[config.mk]
export PLATFORM = sky130hd
export DESIGN_NAME = message_to_packet_framer_unit
export DESIGN_NICKNAME = d
export VERILOG_FILES = /design/src/hw/rtl/mpf_pkg.sv /design/src/hw/rtl/message_to_packet_framer_unit.sv
export VERILOG_INCLUDE_DIRS = /design/src /design/src/hw/rtl
export SDC_FILE = /design/constraint.sdc
export NUM_CORES = 1
export LEC_CHECK = 0
export BUFFER_PORTS_ARGS = -buffer_cell sky130_fd_sc_hd__buf_4
export CELL_PAD_IN_SITES_DETAIL_PLACEMENT = 0
export CELL_PAD_IN_SITES_GLOBAL_PLACEMENT = 2
export CORE_AREA = 2 2 198 200
export DETAILED_ROUTE_END_ITERATION = 7
export DIE_AREA = 0 0 200 202
export PLACE_DENSITY_LB_ADDON = 0.1
export SYNTH_ARGS = -nofsm -noshare
export SYNTH_HDL_FRONTEND = slang
export SYNTH_SLANG_ARGS = --single-unit
[constraint.sdc]
create_clock -name aclk -period 15 [get_ports aclk]
set_input_delay 1.5 -clock aclk [delete_from_list [all_inputs] [get_ports aclk]]
set_output_delay 1.5 -clock aclk [all_outputs]
set_load 0.01 [all_outputs]
[src/hw/rtl/message_to_packet_framer_unit_assert.svh]
// ---------------------------------------------------------------------------
// Assertion macros for the message to packet framer
// Clocked property checks that can be compiled out with ASSERT_OFF.
// ---------------------------------------------------------------------------
`ifndef MESSAGE_TO_PACKET_FRAMER_UNIT_ASSERT_SVH
`define MESSAGE_TO_PACKET_FRAMER_UNIT_ASSERT_SVH

`ifndef ASSERT_OFF

// Temporal property, checked at every rising edge outside reset
`define MPF_ASSERT_PROP(lbl, clk, rstn, prop, msg) \
    lbl: assert property (@(posedge clk) disable iff (!rstn) prop) else $error(msg);

// Plain invariant, checked at every rising edge outside reset
`define MPF_ASSERT_INV(lbl, clk, rstn, cond, msg) \
    lbl: assert property (@(posedge clk) disable iff (!rstn) (cond)) else $error(msg);

`else

`define MPF_ASSERT_PROP(lbl, clk, rstn, prop, msg)
`define MPF_ASSERT_INV(lbl, clk, rstn, cond, msg)

`endif

`endif

[src/hw/rtl/mpf_pkg.sv]
// ---------------------------------------------------------------------------
// mpf_pkg
// Types, constants and helpers for the message to packet framer.
// ---------------------------------------------------------------------------
`timescale 1ns / 1ps

package mpf_pkg;

    // Payload slots of a packet are numbered 2..7
    localparam logic [3:0] FIRST_SLOT = 4'd2;
    localparam logic [3:0] SLOT_END   = 4'd8;
    localparam int unsigned PKT_BYTES = 6;

    // Output queue depth
    localparam int unsigned QUEUE_DEPTH = 3;

    // Framing phase of the current message
    typedef enum logic [2:0] {
        PH_LEN     = 3'd0,
        PH_ID      = 3'd1,
        PH_PAYLOAD = 3'd2,
        PH_DONE    = 3'd4
    } phase_t;

    // One packet of six bytes, byte 0 in the low bits
    typedef logic [PKT_BYTES-1:0][7:0] pkt_t;

    // 8-bit end-around-carry add
    function automatic logic [7:0] eac_add(input logic [7:0] a, input logic [7:0] b);
        logic [8:0] s;
        s = {1'b0, a} + {1'b0, b};
        return s[7:0] + {7'd0, s[8]};
    endfunction

    // Queue pointer step, wrapping at the queue depth
    function automatic logic [1:0] ptr_inc(input logic [1:0] p);
        return (p == 2'(QUEUE_DEPTH - 1)) ? 2'd0 : p + 2'd1;
    endfunction

endpackage

[src/hw/rtl/message_to_packet_framer_unit.sv]
// ---------------------------------------------------------------------------
// message_to_packet_framer_unit
// Packs a byte stream (length, id, payload) into six-byte packets with a
// sequence byte up front and an end-around-carry checksum at the end.
// ---------------------------------------------------------------------------
// Takes one message byte per clock while s_tready is high. Each accepted beat
// is framed in the same cycle and the packets it completes (none, one or two)
// land in a three-entry output queue; s_tready is high while that queue holds
// at most one packet, so with a free-running sink a new byte enters every
// cycle, except that input stalls right after a byte that yields two packets.
// Such a byte both fills a packet and ends the message; its two packets leave
// in turn, and the output port, one packet per beat, sets the sustained rate.
// Packet slots not written for a packet carry stale bytes from earlier ones.
// ---------------------------------------------------------------------------
`timescale 1ns / 1ps

`include "message_to_packet_framer_unit_assert.svh"

module message_to_packet_framer_unit (
    input  logic        aclk,
    input  logic        aresetn,
    // Input byte stream
    input  logic        s_tvalid,
    output logic        s_tready,
    input  logic [7:0]  s_tdata,   // [7:0] data_byte
    input  logic        s_tuser,   // [0] start_of_message
    // Packet stream
    output logic        m_tvalid,
    input  logic        m_tready,
    output logic [47:0] m_tdata,   // [7:0] packet_byte_0 .. [47:40] packet_byte_5
    output logic        m_tlast    // last_packet
);

    // Framing state
    logic [7:0]          sum_reg,   sum_next;
    logic [7:0]          seq_reg,   seq_next;
    logic [3:0]          fill_reg,  fill_next;
    mpf_pkg::phase_t     phase_reg, phase_next;
    logic [7:0]          len_reg,   len_next;
    logic [7:0]          seen_reg,  seen_next;
    mpf_pkg::pkt_t       store_reg, store_next;

    // Results of the current beat
    mpf_pkg::pkt_t       res0_data, res1_data;
    logic                res0_last, res1_last;
    logic [1:0]          push_cnt;
    logic                chk_due;
    logic [2:0]          widx;

    // Output queue
    logic [47:0]         q_data_reg [mpf_pkg::QUEUE_DEPTH];
    logic                q_last_reg [mpf_pkg::QUEUE_DEPTH];
    logic [1:0]          wr_ptr_reg, rd_ptr_reg;
    logic [1:0]          cnt_reg;

    logic                s_fire, m_fire;

    assign s_fire   = s_tvalid & s_tready;
    assign m_fire   = m_tvalid & m_tready;
    assign s_tready = (cnt_reg <= 2'd1);

    // Framing of one beat: sequence byte, data byte, packet close, checksum
    always_comb begin
        sum_next   = sum_reg;
        seq_next   = seq_reg;
        fill_next  = fill_reg;
        phase_next = phase_reg;
        len_next   = len_reg;
        seen_next  = seen_reg;
        store_next = store_reg;
        res0_data  = store_reg;
        res1_data  = store_reg;
        res0_last  = 1'b0;
        res1_last  = 1'b1;
        push_cnt   = 2'd0;
        chk_due    = 1'b0;
        widx       = 3'd0;

        if (s_fire) begin
            // start flag restarts framing
            if (s_tuser) begin
                sum_next   = 8'd0;
                seq_next   = 8'd0;
                fill_next  = mpf_pkg::FIRST_SLOT;
                seen_next  = 8'd0;
                phase_next = mpf_pkg::PH_LEN;
            end

            if (phase_next != mpf_pkg::PH_DONE) begin
                // open a packet with its sequence byte
                if (fill_next == mpf_pkg::FIRST_SLOT) begin
                    store_next[0] = seq_next;
                    sum_next      = mpf_pkg::eac_add(sum_next, seq_next);
                    seq_next      = seq_next + 8'd1;
                    fill_next     = fill_next + 4'd1;
                end

                // message byte
                widx             = 3'(fill_next - mpf_pkg::FIRST_SLOT);
                store_next[widx] = s_tdata;
                fill_next        = fill_next + 4'd1;
                sum_next         = mpf_pkg::eac_add(sum_next, s_tdata);

                case (phase_next)
                    mpf_pkg::PH_LEN: begin
                        len_next   = s_tdata;
                        phase_next = mpf_pkg::PH_ID;
                    end
                    mpf_pkg::PH_ID: begin
                        if (len_next == 8'd0) begin
                            chk_due = 1'b1;
                        end else begin
                            phase_next = mpf_pkg::PH_PAYLOAD;
                        end
                    end
                    mpf_pkg::PH_PAYLOAD: begin
                        seen_next = seen_next + 8'd1;
                        if (seen_next >= len_next) begin
                            chk_due = 1'b1;
                        end
                    end
                    default: begin
                    end
                endcase

                // full packet goes out first
                if (fill_next == mpf_pkg::SLOT_END) begin
                    res0_data = store_next;
                    res0_last = 1'b0;
                    push_cnt  = 2'd1;
                    fill_next = mpf_pkg::FIRST_SLOT;
                end

                // checksum byte closes the message
                if (chk_due) begin
                    if (fill_next == mpf_pkg::FIRST_SLOT) begin
                        store_next[0] = seq_next;
                        sum_next      = mpf_pkg::eac_add(sum_next, seq_next);
                        seq_next      = seq_next + 8'd1;
                        fill_next     = fill_next + 4'd1;
                    end
                    widx             = 3'(fill_next - mpf_pkg::FIRST_SLOT);
                    store_next[widx] = sum_next;
                    fill_next        = fill_next + 4'd1;
                    if (push_cnt == 2'd1) begin
                        res1_data = store_next;
                        res1_last = 1'b1;
                    end else begin
                        res0_data = store_next;
                        res0_last = 1'b1;
                    end
                    push_cnt = push_cnt + 2'd1;
                    if (fill_next == mpf_pkg::SLOT_END) begin
                        fill_next = mpf_pkg::FIRST_SLOT;
                    end
                    phase_next = mpf_pkg::PH_DONE;
                end
            end
        end
    end

    // Framing state registers
    always_ff @(posedge aclk) begin
        if (!aresetn) begin
            sum_reg   <= 8'd0;
            seq_reg   <= 8'd0;
            fill_reg  <= mpf_pkg::FIRST_SLOT;
            phase_reg <= mpf_pkg::PH_DONE;
            len_reg   <= 8'd0;
            seen_reg  <= 8'd0;
            store_reg <= '0;
        end else begin
            sum_reg   <= sum_next;
            seq_reg   <= seq_next;
            fill_reg  <= fill_next;
            phase_reg <= phase_next;
            len_reg   <= len_next;
            seen_reg  <= seen_next;
            store_reg <= store_next;
        end
    end

    // Output queue storage
    always_ff @(posedge aclk) begin
        if (push_cnt != 2'd0) begin
            q_data_reg[wr_ptr_reg] <= res0_data;
            q_last_reg[wr_ptr_reg] <= res0_last;
        end
        if (push_cnt == 2'd2) begin
            q_data_reg[mpf_pkg::ptr_inc(wr_ptr_reg)] <= res1_data;
            q_last_reg[mpf_pkg::ptr_inc(wr_ptr_reg)] <= res1_last;
        end
    end

    // Output queue pointers and fill count
    always_ff @(posedge aclk) begin
        if (!aresetn) begin
            wr_ptr_reg <= 2'd0;
            rd_ptr_reg <= 2'd0;
            cnt_reg    <= 2'd0;
        end else begin
            case (push_cnt)
                2'd1:    wr_ptr_reg <= mpf_pkg::ptr_inc(wr_ptr_reg);
                2'd2:    wr_ptr_reg <= mpf_pkg::ptr_inc(mpf_pkg::ptr_inc(wr_ptr_reg));
                default: wr_ptr_reg <= wr_ptr_reg;
            endcase
            if (m_fire) begin
                rd_ptr_reg <= mpf_pkg::ptr_inc(rd_ptr_reg);
            end
            cnt_reg <= cnt_reg + push_cnt - {1'b0, m_fire};
        end
    end

    assign m_tvalid = (cnt_reg != 2'd0);
    assign m_tdata  = q_data_reg[rd_ptr_reg];
    assign m_tlast  = q_last_reg[rd_ptr_reg];

    // Checks
    `MPF_ASSERT_INV(a_room_when_ready, aclk, aresetn, !s_tready || cnt_reg <= 2'd1, "ready with queue too full")
    `MPF_ASSERT_INV(a_fill_range, aclk, aresetn, fill_reg >= mpf_pkg::FIRST_SLOT && fill_reg < mpf_pkg::SLOT_END, "fill position out of range")
    `MPF_ASSERT_PROP(a_len_then_id, aclk, aresetn, (s_fire && s_tuser) |=> (phase_reg == mpf_pkg::PH_ID), "length byte not followed by id phase")
    `MPF_ASSERT_PROP(a_idle_no_push, aclk, aresetn, (s_fire && !s_tuser && phase_reg == mpf_pkg::PH_DONE) |=> (cnt_reg <= $past(cnt_reg)), "packet from a byte outside a message")

endmodule

**Yosys cells after proc, flatten, opt, wreduce, memory -nomap -nowiden**

Memory sizes are Yosys's and may differ from the RTL's. A register that Yosys moved wholly into a read port is not among the register bits.
Index checks and enable logic that the tools add are counted.

- Muxes and demuxes: 94
- Add/sub/neg operators: 21
- Order comparisons: 6
- Bitwise gates (word level): 2
- Eq/ne operators: 13
- Reduce and logical (&&, ||, !) cells: 9

Operators by type and width:

| operator | count |
|---|---|
| 48-bit 2-to-1 mux | 10 |
| 8-bit 2-to-1 mux | 32 |
| 48-bit bitwise mux | 2 |
| 4-bit 2-to-1 mux | 15 |
| 8-bit demux with 3-bit select | 2 |
| 8-bit by 8-bit adder with 9-bit output | 3 |
| 8-bit by 1-bit adder with 8-bit output | 3 |
| 8-bit by 1-bit adder with 8-bit output (second input constant) | 3 |
| 2-bit 2-to-1 mux | 12 |
| 4-bit by 1-bit adder with 4-bit output (second input constant) | 4 |
| 3-bit 2-to-1 mux | 5 |
| 1-bit 2-to-1 mux | 13 |
| 2-bit by 1-bit adder with 2-bit output (second input constant) | 4 |
| 2-bit == test (second input constant) | 4 |
| 4-bit by 2-bit == test with 1-bit output (second input constant) | 2 |
| 4-bit == test (second input constant) | 2 |
| 8-bit >= comparator | 1 |
| 8-bit logical NOT | 1 |
| 3-bit by 4-bit less-than comparator with 1-bit output (second input constant) | 2 |
| 3-bit by 1-bit >= comparator with 1-bit output (second input constant) | 2 |
| 3-bit case mux with 2 select lines | 1 |
| 2-bit nonzero test | 3 |
| 3-bit by 2-bit subtractor with 3-bit output (second input constant) | 2 |
| 2-bit by 1-bit == test with 1-bit output (second input constant) | 2 |
| 13 further kinds | 15 |

- Memory bits (writable): 147
- Output and inout port bits: 51
- Flip-flop bits (word level): 93
- Memories kept: 2
- Logic and storage cells: 162
- Bits of input ports: 13

Memory list:

| name | words | width | rd ports | clocked after Yosys merged registers in | write ports | line | RTL |
|---|---|---|---|---|---|---|---|
| q_data_reg | 3 | 48 | 1 | 1 | 2 | message_to_packet_framer_unit.sv:51 | `logic [47:0] q_data_reg [mpf_pkg::QUEUE_DEPTH];` |
| q_last_reg | 3 | 1 | 1 | 1 | 2 | message_to_packet_framer_unit.sv:52 | `logic q_last_reg [mpf_pkg::QUEUE_DEPTH];` |

**Depth between registers and ports, before layout**

- Depth after elaboration: 27
- Mapped depth: 49
- Depth with buffers taken out: 48

**Worst setup path before layout**

No wires, ideal clock.

- Path kind: input to register
- From: input s_tuser
- To: memory q_data_reg[1][11], data pin
- Library setup time: 0.279 ns
- Stages on the path: 42
- Path slack: 4.955 ns
- Buffers on the path: 4
- Data arrival time: 9.766 ns
- Cell sequence: clkbuf_1 -> clkbuf_1 -> buf_1 -> clkbuf_1 -> nor2_1 -> ha_1 -> a21o_1 -> maj3_1 -> a31oi_1 -> o21bai_1 -> a21oi_1 -> nor2b_1 -> o21ai_0 -> nand2b_1 -> ha_1 -> mux2_2 -> ha_1 -> fa_1 -> [... 6 more ...] -> ha_1 -> ha_1 -> inv_1 -> fa_1 -> nand2b_1 -> o21ai_0 -> a21oi_1 -> nor4b_1 -> o21ai_0 -> nand2b_1 -> ha_1 -> and3b_1 -> a21bo_2 -> nand3_1 -> xnor2_1 -> o21a_1 -> a221oi_1 -> mux2i_1

RTL lines:

| what | line | RTL |
|---|---|---|
| start: declaration | message_to_packet_framer_unit.sv:26 | `input logic s_tuser,` |
| end: declaration | message_to_packet_framer_unit.sv:51 |  |

==> metrics.md <==
| Metric | Value |
|---|---|
| Routed vias | `between 10k and 15k` |
| CP most frequent cell | `ha_1` |
| Initial Util | `0.426` |
| Clock power frac | `0.327` |
| Synth area leader | `edfxtp_1` |
| Crit path max fanout | `42` |
| Die X | `200 um` |
| Switching pwr | `821 uW` |
| CP startpoint kind | `input pin` |
| Slowest-stage cell, CP | `mux2i_1` |
| Iteration-0 DRC Markers | `between 1k and 1.5k` |
| Crit path max-delay family | `adder cells` |
| Post-CTS Setup Bufs | `0` |
| Synth warnings | `0` |
| Synth Cell Area | `16,300 um2` |
| Tmin final | `11,210 ps` |
| Skew final | `28.0 ps` |
| Ports | `64` |
| Pre-CTS setup slack | `3280 ps` |
| Switching portion of total power | `0.358` |
| First-pass GRT wire length | `84,100 um` |
| Cells after Synth | `between 1.5k and 2k` |
| Placed cell area | `17,300 um2` |
| Gr ovfl total | `0` |
| Final slew viol count | `0` |
| Sequential fraction of the synthesis area | `0.385` |
| Share of synthesized flip-flops with an asynchronous set or reset | `0` |
| Fill cells | `3,686` |
| Status | `completed` |
| Max Cap Viol | `0` |
| Period utilization | `0.747` |
| FMAX | `0.0892 GHz` |
| CTS root buf | `clkbuf_16` |
| Final std cells w/o fill | `2,371` |
| Max transition margin | `0.104` |
| Final Hold Fails | `0` |
| Unrepaired setup endpoints after global routing | `no` |
| Router iterations before antenna repair | `5` |
| Hold Path Class | `reg2reg` |
| Reg power frac | `0.340` |
| Gpl congestion | `0.925` |
| Final ANT Viol Nets | `0` |
| Final wirelength | `55,300 um` |
| Post-synth EDFFs | `144` |
| Die Height | `202 um` |
| Leak | `0.00701 uW` |
| Crit end category | `flip-flop` |
| DP HPWL | `35,600 um` |
| Post-route cell area | `18,300 um2` |
| Nets@finish | `roughly 1.9k` |
| GRT Util Overall | `0.275` |
| CTS clock-pin slew for the worst setup and hold paths | `approximately 60 ps` |
| Peak supply drop | `0.104 mV` |
| Pwr dens | `125 nW/um2` |
| Setup TNS | `0 ps` |
| Top post-synthesis cells by area | `edfxtp_1 26%, mux2i_1 17%, dfxtp_1 12%, o21ai_0 5.1%, a21oi_1 4.9%` |
| Number of core rows | `72` |
| Post-Syn Nets | `~1.9k` |
| Mean Syn Cell Area | `8.92 um2` |
| Ant. Diodes | `0` |
| CP peak stage delay | `1020 ps` |
| Initial antenna violation count | `1` |
| H-Tree Depth | `1` |
| CP arrival | `between 10,000 and 15,000 ps` |
| CTS max path bufs | `3` |
| CP Class | `in2reg` |
| Cts bufs inserted | `29` |
| Worst slew pin tran | `approximately 1300 ps` |
| Number of port buffers | `63` |
| Post-DR vias/cell | `approximately 5.9` |
| Layout cells sized above 1 | `0.103` |
| Final setup vio count | `0` |
| Placed cell count | `2,317` |
| TritonCTS clock tree | `yes` |
| DIE AREA | `approximately 40,000 um2` |
| Final Util | `0.478` |
| Largest register FFs | `144` |
| DR DRC count | `0` |
| CP required | `15,430 ps` |
| Synth Flop Type | `edfxtp_1` |
| Worst path bufs/invs | `4` |
| Hold buffer count at cts | `0` |
| Setup ws final | `about 3800 ps` |
| Post-CTS Resized | `0` |
| Core area | `38,300 um2` |
| Average routed wire per standard cell | `23.3 um` |
| Worst skew pair latency | `580 ps` |
| P&R area growth vs syn | `12.0%` |
| Yosys cell types | `just over 70` |
| Vias in the first global route | `13.6k` |
| CTS sink cnt | `242` |
| Largest net degree at the start of global routing | `99` |
| Synth Register Bits | `242` |
| Gate power share | `0.333` |
| Post-synth top area share | `0.265` |
| Int Power | `1470 uW` |
## Yosys cell counts (19+ instances only)
cell and instances:
nand3_1 39, edfxtp_1 144, clkbuf_1 108, xnor2_1 33, dfxtp_1 98, inv_1 31
o211ai_1 29, a22oi_1 34, nor2b_1 21, ha_1 48, nor3_1 57, nand2_1 192
a21oi_1 160, mux2i_1 270, nor2_1 141, o21ai_0 165, o22ai_1 34, a211oi_1 19
## per-stage QoR
| step | total power (uW) | hold slack [ps] |
|---|---|---|
| after CTS | 2300 | 464 |
| after detailed placement | 1550 | 451 |
| after floorplan | 1290 | 427 |
| after global placement | 1550 | 440 |
| after global routing | 2410 | 486 |
| final | 2290 | 468 |
## layout make-up
cell class | count | area [um2] | area share
clock buffers | 37 | 786 | 0.0430
clock inverters | 17 | 221 | 0.0121
inverters | 34 | 128 | 0.00698
multi-input cells | 1424 | 9470 | 0.518
flip-flops and latches | 242 | 6290 | 0.344
well taps | 518 | 648 | 0.0354
repair buffers | 99 | 743 | 0.0406
## path summary, 6_finish.rpt
kind	start	endpoint	slack (ps)	cells after the start
max	s_tuser	q_data_reg[1][10]$_DFFE_PP_	3790	45
min	sum_reg[3]$_SDFFE_PN0P_	sum_reg[3]$_SDFFE_PN0P_	470	2
max reg2reg	sum_reg[0]$_SDFFE_PN0P_	q_data_reg[1][10]$_DFFE_PP_	5230	42
min reg2reg	sum_reg[3]$_SDFFE_PN0P_	sum_reg[3]$_SDFFE_PN0P_	470	2
## worst reg2reg max path: cells and delay by family, from the launching register on
kind,cells,cell delay (ps)
fa+ha+maj,10,2690
compound gates,14,2490
mux,4,1800
simple gates,11,1520
xor+xnor,2,710
flops,1,310
buf+inv,1,100
## layer usage
metal  wire length (um)  vias to the layer above  global-route usage
met5                 11                        -                   0
met4               2370                        2               0.114
met3               2840                      108              0.0385
met2              24600                      424               0.428
met1              25500                     6759               0.382
li1                   -                     6745                   -
## cells by family after synthesis
group | share of synthesized area
DFF | 0.385
and+or+nand+nor | 0.148
adders and majority gates | 0.0405
AOI/OAI and AO/OA | 0.186
buffers and inverters | 0.0382
muxes | 0.172
xor gates and xnor gates | 0.0300
## layout by cell type, fill, tap and decap left out, types with 11 or more instances in the layout
master / count
edfxtp_1: 144
nand3_1: 39
and2_1: 11
buf_4: 99
nor2_1: 139
o211ai_1: 29
inv_1: 30
xnor2_1: 33
o21ai_0: 165
dfxtp_1: 96
xor2_1: 14
nand2_1: 189
nor3_1: 56
ha_1: 48
nor2b_1: 21
a21oi_1: 159
a22oi_1: 34
or2_2: 11
o22ai_1: 34
clkbuf_16: 29
mux2i_1: 270
a211oi_1: 19
## power by group through the flow
stage | Sequential [uW] | Clock, uW | Combinational, uW
floorplan | 779 | 0 | 511
global placement | 791 | 0 | 758
detailed placement | 791 | 0 | 760
CTS | 778 | 764 | 763
global route | 783 | 789 | 837
finish | 779 | 750 | 764
Note: power is estimated with default switching activity, not from simulation.
